[src/design/bgcd_pkg.sv]
`default_nettype none

package bgcd_pkg;

    localparam int FIELD_W = 32;

    typedef enum logic [1:0] {
        ST_IDLE,
        ST_STRIP,
        ST_REDUCE
    } state_t;

    typedef enum logic [2:0] {
        CMD_NONE,
        CMD_LOAD,
        CMD_STRIP,
        CMD_SHIFT_X,
        CMD_SHIFT_Y,
        CMD_SUB
    } cmd_t;

    typedef struct packed {
        cmd_t cmd;
        logic out_load;
    } ctrl_t;

    typedef struct packed {
        logic x_odd;
        logic y_odd;
        logic y_zero;
    } status_t;

endpackage

`default_nettype wire

[src/design/bgcd_datapath.sv]
`default_nettype none

module bgcd_datapath
    import bgcd_pkg::*;
#(
    parameter int WIDTH = 32
) (
    input  wire logic               clk,
    input  wire logic               rst_n,
    input  wire ctrl_t              ctrl,
    input  wire logic [FIELD_W-1:0] first_value,
    input  wire logic [FIELD_W-1:0] second_value,
    output status_t                 status,
    output logic      [FIELD_W-1:0] divisor
);

    localparam int KW = (WIDTH > 1) ? $clog2(WIDTH) : 1;

    logic [WIDTH-1:0]   a_in;
    logic [WIDTH-1:0]   b_in;
    logic [WIDTH-1:0]   x_reg;
    logic [WIDTH-1:0]   x_next;
    logic [WIDTH-1:0]   y_reg;
    logic [WIDTH-1:0]   y_next;
    logic [KW-1:0]      k_reg;
    logic [KW-1:0]      k_next;
    logic [WIDTH-1:0]   shifted;
    logic [FIELD_W-1:0] result_reg;
    logic [FIELD_W-1:0] result_next;
    logic               x_gt;

    // Operands are cut or zero-extended to the working width.
    generate
        if (WIDTH > FIELD_W) begin : g_wide
            assign a_in = {{(WIDTH - FIELD_W){1'b0}}, first_value};
            assign b_in = {{(WIDTH - FIELD_W){1'b0}}, second_value};
            assign result_next = shifted[FIELD_W-1:0];
        end else if (WIDTH == FIELD_W) begin : g_equal
            assign a_in = first_value;
            assign b_in = second_value;
            assign result_next = shifted;
        end else begin : g_narrow
            assign a_in = first_value[WIDTH-1:0];
            assign b_in = second_value[WIDTH-1:0];
            assign result_next = {{(FIELD_W - WIDTH){1'b0}}, shifted};
        end
    endgenerate

    assign x_gt    = x_reg > y_reg;
    assign shifted = x_reg << k_reg;

    always_comb
    begin
        x_next = x_reg;
        y_next = y_reg;
        k_next = k_reg;
        case (ctrl.cmd)
            CMD_LOAD:
            begin
                // A zero operand always lands in y, so x is zero only when both are.
                if (a_in == '0)
                begin
                    x_next = b_in;
                    y_next = a_in;
                end
                else
                begin
                    x_next = a_in;
                    y_next = b_in;
                end
                k_next = '0;
            end
            CMD_STRIP:
            begin
                x_next = x_reg >> 1;
                y_next = y_reg >> 1;
                k_next = k_reg + KW'(1);
            end
            CMD_SHIFT_X:
            begin
                x_next = x_reg >> 1;
            end
            CMD_SHIFT_Y:
            begin
                y_next = y_reg >> 1;
            end
            CMD_SUB:
            begin
                if (x_gt)
                begin
                    x_next = y_reg;
                    y_next = x_reg - y_reg;
                end
                else
                begin
                    y_next = y_reg - x_reg;
                end
            end
            default:
            begin
                x_next = x_reg;
            end
        endcase
    end

    always_ff @(posedge clk)
    begin
        x_reg <= x_next;
        y_reg <= y_next;
        k_reg <= k_next;
        if (ctrl.out_load)
        begin
            result_reg <= result_next;
        end
    end

    assign status.x_odd  = x_reg[0];
    assign status.y_odd  = y_reg[0];
    assign status.y_zero = (y_reg == '0);
    assign divisor       = result_reg;

    // The subtract step only ever sees two odd values.
    a_sub_odd: assert property (@(posedge clk) disable iff (!rst_n)
        ctrl.cmd == CMD_SUB |-> (x_reg[0] && y_reg[0]))
        else $error("subtract issued on an even operand");

    // A result is only captured once the second value has run down to zero.
    a_done_zero: assert property (@(posedge clk) disable iff (!rst_n)
        ctrl.out_load |-> (y_reg == '0))
        else $error("result captured with nonzero second value");

    // The subtract step keeps x nonzero.
    a_x_live: assert property (@(posedge clk) disable iff (!rst_n)
        ctrl.cmd == CMD_SUB |=> (x_reg != '0))
        else $error("first value dropped to zero during reduction");

endmodule

`default_nettype wire

[src/design/bgcd_ctrl.sv]
`default_nettype none

module bgcd_ctrl
    import bgcd_pkg::*;
(
    input  wire logic    clk,
    input  wire logic    rst_n,
    input  wire logic    operand_valid,
    output logic         operand_stall,
    output logic         result_valid,
    input  wire logic    result_stall,
    input  wire status_t status,
    output ctrl_t        ctrl
);

    state_t state_reg;
    state_t state_next;
    logic   result_valid_reg;
    logic   result_valid_next;
    logic   out_free;
    logic   accept;

    assign out_free = !result_valid_reg || !result_stall;
    assign accept   = (state_reg == ST_IDLE) && operand_valid;

    always_comb
    begin
        state_next = state_reg;
        case (state_reg)
            ST_IDLE:
            begin
                if (operand_valid)
                begin
                    state_next = ST_STRIP;
                end
            end
            ST_STRIP:
            begin
                if (status.y_zero || status.x_odd || status.y_odd)
                begin
                    state_next = ST_REDUCE;
                end
            end
            ST_REDUCE:
            begin
                if (status.y_zero && out_free)
                begin
                    state_next = ST_IDLE;
                end
            end
            default:
            begin
                state_next = ST_IDLE;
            end
        endcase
    end

    always_comb
    begin
        operand_stall = 1'b1;
        ctrl.cmd      = CMD_NONE;
        ctrl.out_load = 1'b0;
        case (state_reg)
            ST_IDLE:
            begin
                operand_stall = 1'b0;
                if (operand_valid)
                begin
                    ctrl.cmd = CMD_LOAD;
                end
            end
            ST_STRIP:
            begin
                if (!(status.y_zero || status.x_odd || status.y_odd))
                begin
                    ctrl.cmd = CMD_STRIP;
                end
            end
            ST_REDUCE:
            begin
                if (status.y_zero)
                begin
                    ctrl.out_load = out_free;
                end
                else if (!status.x_odd)
                begin
                    ctrl.cmd = CMD_SHIFT_X;
                end
                else if (!status.y_odd)
                begin
                    ctrl.cmd = CMD_SHIFT_Y;
                end
                else
                begin
                    ctrl.cmd = CMD_SUB;
                end
            end
            default:
            begin
                operand_stall = 1'b1;
            end
        endcase
    end

    always_comb
    begin
        if (ctrl.out_load)
        begin
            result_valid_next = 1'b1;
        end
        else if (!result_stall)
        begin
            result_valid_next = 1'b0;
        end
        else
        begin
            result_valid_next = result_valid_reg;
        end
    end

    always_ff @(posedge clk or negedge rst_n)
    begin
        if (!rst_n)
        begin
            state_reg        <= ST_IDLE;
            result_valid_reg <= 1'b0;
        end
        else
        begin
            state_reg        <= state_next;
            result_valid_reg <= result_valid_next;
        end
    end

    assign result_valid = result_valid_reg;

    // A finished result never overwrites one that is still waiting.
    a_no_overwrite: assert property (@(posedge clk) disable iff (!rst_n)
        ctrl.out_load |-> out_free)
        else $error("result register overwritten while stalled");

    // An accepted item always starts with the shared power-of-two stage.
    a_accept_strip: assert property (@(posedge clk) disable iff (!rst_n)
        accept |=> (state_reg == ST_STRIP))
        else $error("accepted item did not enter strip stage");

    // Capturing a result returns to idle with the result on offer.
    a_done_idle: assert property (@(posedge clk) disable iff (!rst_n)
        ctrl.out_load |=> (state_reg == ST_IDLE && result_valid_reg))
        else $error("finish did not present result and return to idle");

endmodule

`default_nettype wire

[src/design/binary_gcd.sv]
// Greatest common divisor of two unsigned operands by the binary (Stein) method.
// The operand channel carries first_value and second_value under
// operand_valid/operand_stall; an item is taken on a clock edge with valid high
// and stall low. The result channel carries divisor under
// result_valid/result_stall in the same way.
// One item is worked at a time. The load comes first, then one strip step per shared
// factor of two and a step to leave that stage, then the shift and subtract steps
// of the reduction loop, and last the capture of the result. The datapath does one
// step per cycle, save that the capture waits while the output register is full.
// The result sits in an output register, so the next item is taken while a
// finished result still waits. When the receiver stalls, the result holds, and
// a following item that finishes waits in its last step until the register
// frees. Reset clears the controller and drops result_valid; no result is
// pending after reset.
`default_nettype none

module binary_gcd
    import bgcd_pkg::*;
#(
    parameter int WIDTH = 32
) (
    input  wire logic               clk,
    input  wire logic               rst_n,
    input  wire logic               operand_valid,
    output logic                    operand_stall,
    input  wire logic [FIELD_W-1:0] first_value,
    input  wire logic [FIELD_W-1:0] second_value,
    output logic                    result_valid,
    input  wire logic               result_stall,
    output logic      [FIELD_W-1:0] divisor
);

    ctrl_t   ctrl;
    status_t status;

    bgcd_ctrl u_ctrl (
        .clk           (clk),
        .rst_n         (rst_n),
        .operand_valid (operand_valid),
        .operand_stall (operand_stall),
        .result_valid  (result_valid),
        .result_stall  (result_stall),
        .status        (status),
        .ctrl          (ctrl)
    );

    bgcd_datapath #(
        .WIDTH (WIDTH)
    ) u_datapath (
        .clk          (clk),
        .rst_n        (rst_n),
        .ctrl         (ctrl),
        .first_value  (first_value),
        .second_value (second_value),
        .status       (status),
        .divisor      (divisor)
    );

endmodule

`default_nettype wire
[config.mk]
export PLATFORM = sky130hd
export DESIGN_NAME = binary_gcd
export DESIGN_NICKNAME = d
export VERILOG_FILES = /design/src/design/bgcd_pkg.sv /design/src/design/bgcd_datapath.sv /design/src/design/bgcd_ctrl.sv /design/src/design/binary_gcd.sv
export SDC_FILE = /design/constraint.sdc
export NUM_CORES = 1
export LEC_CHECK = 0
export BUFFER_PORTS_ARGS = -buffer_cell sky130_fd_sc_hd__buf_2
export CAP_MARGIN = 20
export CORE_MARGIN = 2
export CORE_UTILIZATION = 56
export CTS_BUF_LIST = sky130_fd_sc_hd__clkbuf_8
export CTS_CLUSTER_SIZE = 8
export DETAILED_ROUTE_END_ITERATION = 8
export PLACE_DENSITY = 0.9
export SLEW_MARGIN = 20
export SYNTH_ARGS = -nofsm -noshare
export SYNTH_HDL_FRONTEND = slang
export SYNTH_SLANG_ARGS = --single-unit
export TNS_END_PERCENT = 50
[constraint.sdc]
create_clock -name clk -period 3.9 [get_ports clk]
set_input_delay 0.78 -clock clk [delete_from_list [all_inputs] [get_ports clk]]
set_output_delay 0.78 -clock clk [all_outputs]
set_load 0.02 [all_outputs]
==> impl_metrics.py <==
metrics = {
    "clock_network": {
        "cts_inserted_buffers": 9,
        "cts_buffer_depth": 2,
        "cts.repair.resized": 0,
        "clk_latency_ps": 400,
        "cts_setup_buffers": 0,
        "cts_sinks": 104,
        "cts-root-buf": "clkbuf_8",
        "clkTransAtPathRegs_ps": 120,
        "htreeDepth": 3,
        "cts_tree": "done",
        "ctsHoldBuffers": 0,
    },
    "run_status": {
        "status": "finished clean",
    },
    "yosys": {
        "syn_inst": 1128,
        "yosys.area_share.simple": 0.139,
        "yosysTopAreaCell": "edfxtp_1",
        "syn_area_sq_um": 9550,
        "synth_top_area_share": 0.318,
        "synth_mux_area_frac": 0.0743,
        "yosysSeqAreaShare": 0.325,
        "ys_seq_elements": 104,
        "synthAdderAreaFrac": 0.0880,
        "synth_top_family_by_area": "compound AO/OA/AOI/OAI gates",
        "yosys-top-cells-count": "o21ai_0 (120), a21oi_1 (119), nand2_1 (105), edfxtp_1 (101), inv_1 (83)",
        "synth_most_common_cell": "o21ai_0",
        "synth_edf_count": 101,
        "synth_flop_cell": "edfxtp_1",
        "synth-xor-area-share": 0.0293,
        "ys_async_sr_fraction": 0.0288,
        "synthesis.nets": 1262,
        "synth_area_per_cell_sq_um": 8.47,
        "synth.area.top_cells": "edfxtp_1 (32%), ha_1 (8.4%), o21ai_0 (6.3%)",
        "synth_warnings": 0,
        "ys_types": 70,
        "synth-compound-area-share": 0.277,
    },
    "timing": {
        "setup_tns_ps": 0,
        "relSlewSlack": 0.370,
        "rsz0062_at_grt": "false",
        "hold_violations": 0,
        "finalCriticalPeriod_ps": 3720,
        "timing.final.max_slew_violations": 0,
        "fmax_mhz": 269,
        "finalCritPeriodShare": 0.954,
        "worst_pin_slew_ps": 944,
        "clock_skew_ps": 24.1,
        "setup_viol": 0,
    },
    "grt": {
        "grt_pass1_wl_um": 51800,
        "globalRouteTotalUtil": 0.373,
        "grt_antenna_before_repair": 0,
        "grt_max_degree": 50,
        "overflow": 0,
        "grt_pass1_vias": 8927,
    },
    "flow_run": {
        "max_cap_violations": 0,
    },
    "finish": {
        "area_growth_pct": 11.1,
        "nets": 1343,
        "layout-drive-gt1-share": 0.166,
        "multi_input_area_sq_um": 5840,
        "num_antenna_cells": 0,
        "regArea_sq_um": 3110,
        "fill_cells": 1450,
    },
    "detailed_routing": {
        "viasPerCell": 6.81,
        "vias": 9762,
        "drt_iter0_drc": 1161,
        "drc": 0,
        "dr.pass1.iters": 6,
        "wirelength_um": 33700,
        "final_antenna_net_count": 0,
        "wl_per_cell_um": 23.5,
    },
    "floorplanning": {
        "die_w_um": 135,
        "die_area_sq_um": 18100,
        "num_io_pins": 102,
        "die_height_um": 135,
        "start_util": 0.574,
        "coreArea_sq_um": 16600,
        "rows": 47,
    },
    "place": {
        "place_congestion": 0.974,
        "dp.final_hpwl_um": 25600,
        "numPortBuffers": 101,
    },
    "critical_path": {
        "start_kind": "flop",
        "worstSetupEndpointType": "flop",
        "max_stage_delay_ps": 520,
        "critPathLaunch": "u_datapath.x_reg[22]",
        "cpMostUsedCell": "o21ai_0",
        "cp_slowest_cell": "ha_1",
        "crit_required_ps": 4130,
        "cp_max_fo": 8,
        "r2r-start": "u_datapath.x_reg[22]",
        "path_cells": "ha_1 > nand2_1 > o21ai_0 > a221oi_1 > a221o_1 > nor2_1 > buf_4 > mux2_2 > o21a_1 > xor2_1 > o21ai_0",
        "critPathKind": "reg2reg",
        "arrival_ps": 3950,
    },
    "min_path": {
        "min_path_type": "in2async",
    },
}
cell families (layout without fill, tap and decap cells):
| kind of cell | Yosys count | count (layout) |
|---|---|---|
| compound gates | 424 | 424 |
| xor+xnor | 32 | 32 |
| fa+ha+maj | 66 | 66 |
| buf+inv | 160 | 246 |
| flops | 104 | 104 |
| mux | 57 | 57 |
| simple gates | 285 | 285 |
cell type report:
| type | instances | area share |
|---|---|---|
| clock inverters | 7 | 0.00743 |
| well taps | 220 | 0.0259 |
| inverters | 84 | 0.0297 |
| multi-input cells | 864 | 0.551 |
| flip-flops and latches | 104 | 0.293 |
| repair buffers | 146 | 0.0818 |
| clock buffers | 9 | 0.0117 |
per-stage QoR:
| step | setup slack (ps) | cell area (sq um) | instances | hold WS [ps] | util |
|---|---|---|---|---|---|
| after floorplan | 231 | 9560 | 1128 | 479 | - |
| after global placement | 342 | 10400 | 1418 | 495 | 0.626 |
| after detailed placement | 264 | 10400 | 1418 | 494 | 0.626 |
| after CTS | 252 | 10600 | 1434 | 149 | 0.638 |
| after global routing | 45.1 | 10600 | 1434 | 145 | 0.638 |
| final | 179 | 10600 | 1434 | 148 | 0.638 |
final timing paths:
check,to,slack [ps],cells after the start
min,u_ctrl.result_valid,150,1
max reg2reg,u_datapath.y_reg[28],180,11
max,u_datapath.y_reg[28],180,11
min in group clk,u_ctrl.result_valid,530,2
max in group asynchronous,u_ctrl.state_reg[0],3640,1
min reg2reg,u_ctrl.result_valid,530,2
per-layer routing:
| metal | share of wire | wire length [um] | GRT usage | vias to the layer above |
|---|---|---|---|---|
| met5 | 0 | 0 | 0 | - |
| met4 | 0.044 | 1470 | 0.161 | 0 |
| met3 | 0.12 | 3920 | 0.0537 | 88 |
| met2 | 0.43 | 14600 | 0.567 | 712 |
| met1 | 0.41 | 13700 | 0.533 | 4619 |
| li1 | - | - | - | 4343 |
worst max-delay path, delay by kind of cell (launching register included):
family | cells | cell delay, ps
flip-flops | 1 | 500
multiplexers | 1 | 340
buffers and inverters | 1 | 260
AO/OA/AOI/OAI | 5 | 1190
adder cells (fa/ha/maj) | 1 | 520
XOR/XNOR | 1 | 130
AND/OR/NAND/NOR | 2 | 600
placed cells by master, fill, tap and decap left out, drive strengths merged, types with 7 or more instances in the layout:
| master | n |
|---|---|
| buf | 146 |
| ha | 64 |
| nand2 | 105 |
| o211ai | 17 |
| o21a | 7 |
| nand3 | 15 |
| xnor2 | 20 |
| xor2 | 12 |
| edfxtp | 101 |
| nor2 | 78 |
| mux2 | 8 |
| a21o | 21 |
| mux4 | 10 |
| o21ai | 126 |
| clkbuf | 9 |
| mux2i | 39 |
| nor4 | 20 |
| o22ai | 11 |
| o31ai | 7 |
| a22oi | 62 |
| nor2b | 9 |
| a31oi | 7 |
| nor3 | 12 |
| nand4 | 15 |
| inv | 86 |
| or3 | 10 |
| a21oi | 119 |
Power is left out: the tool's default activity adds up to more than one toggle a clock period on the data nets, which glitch-free logic cannot reach.
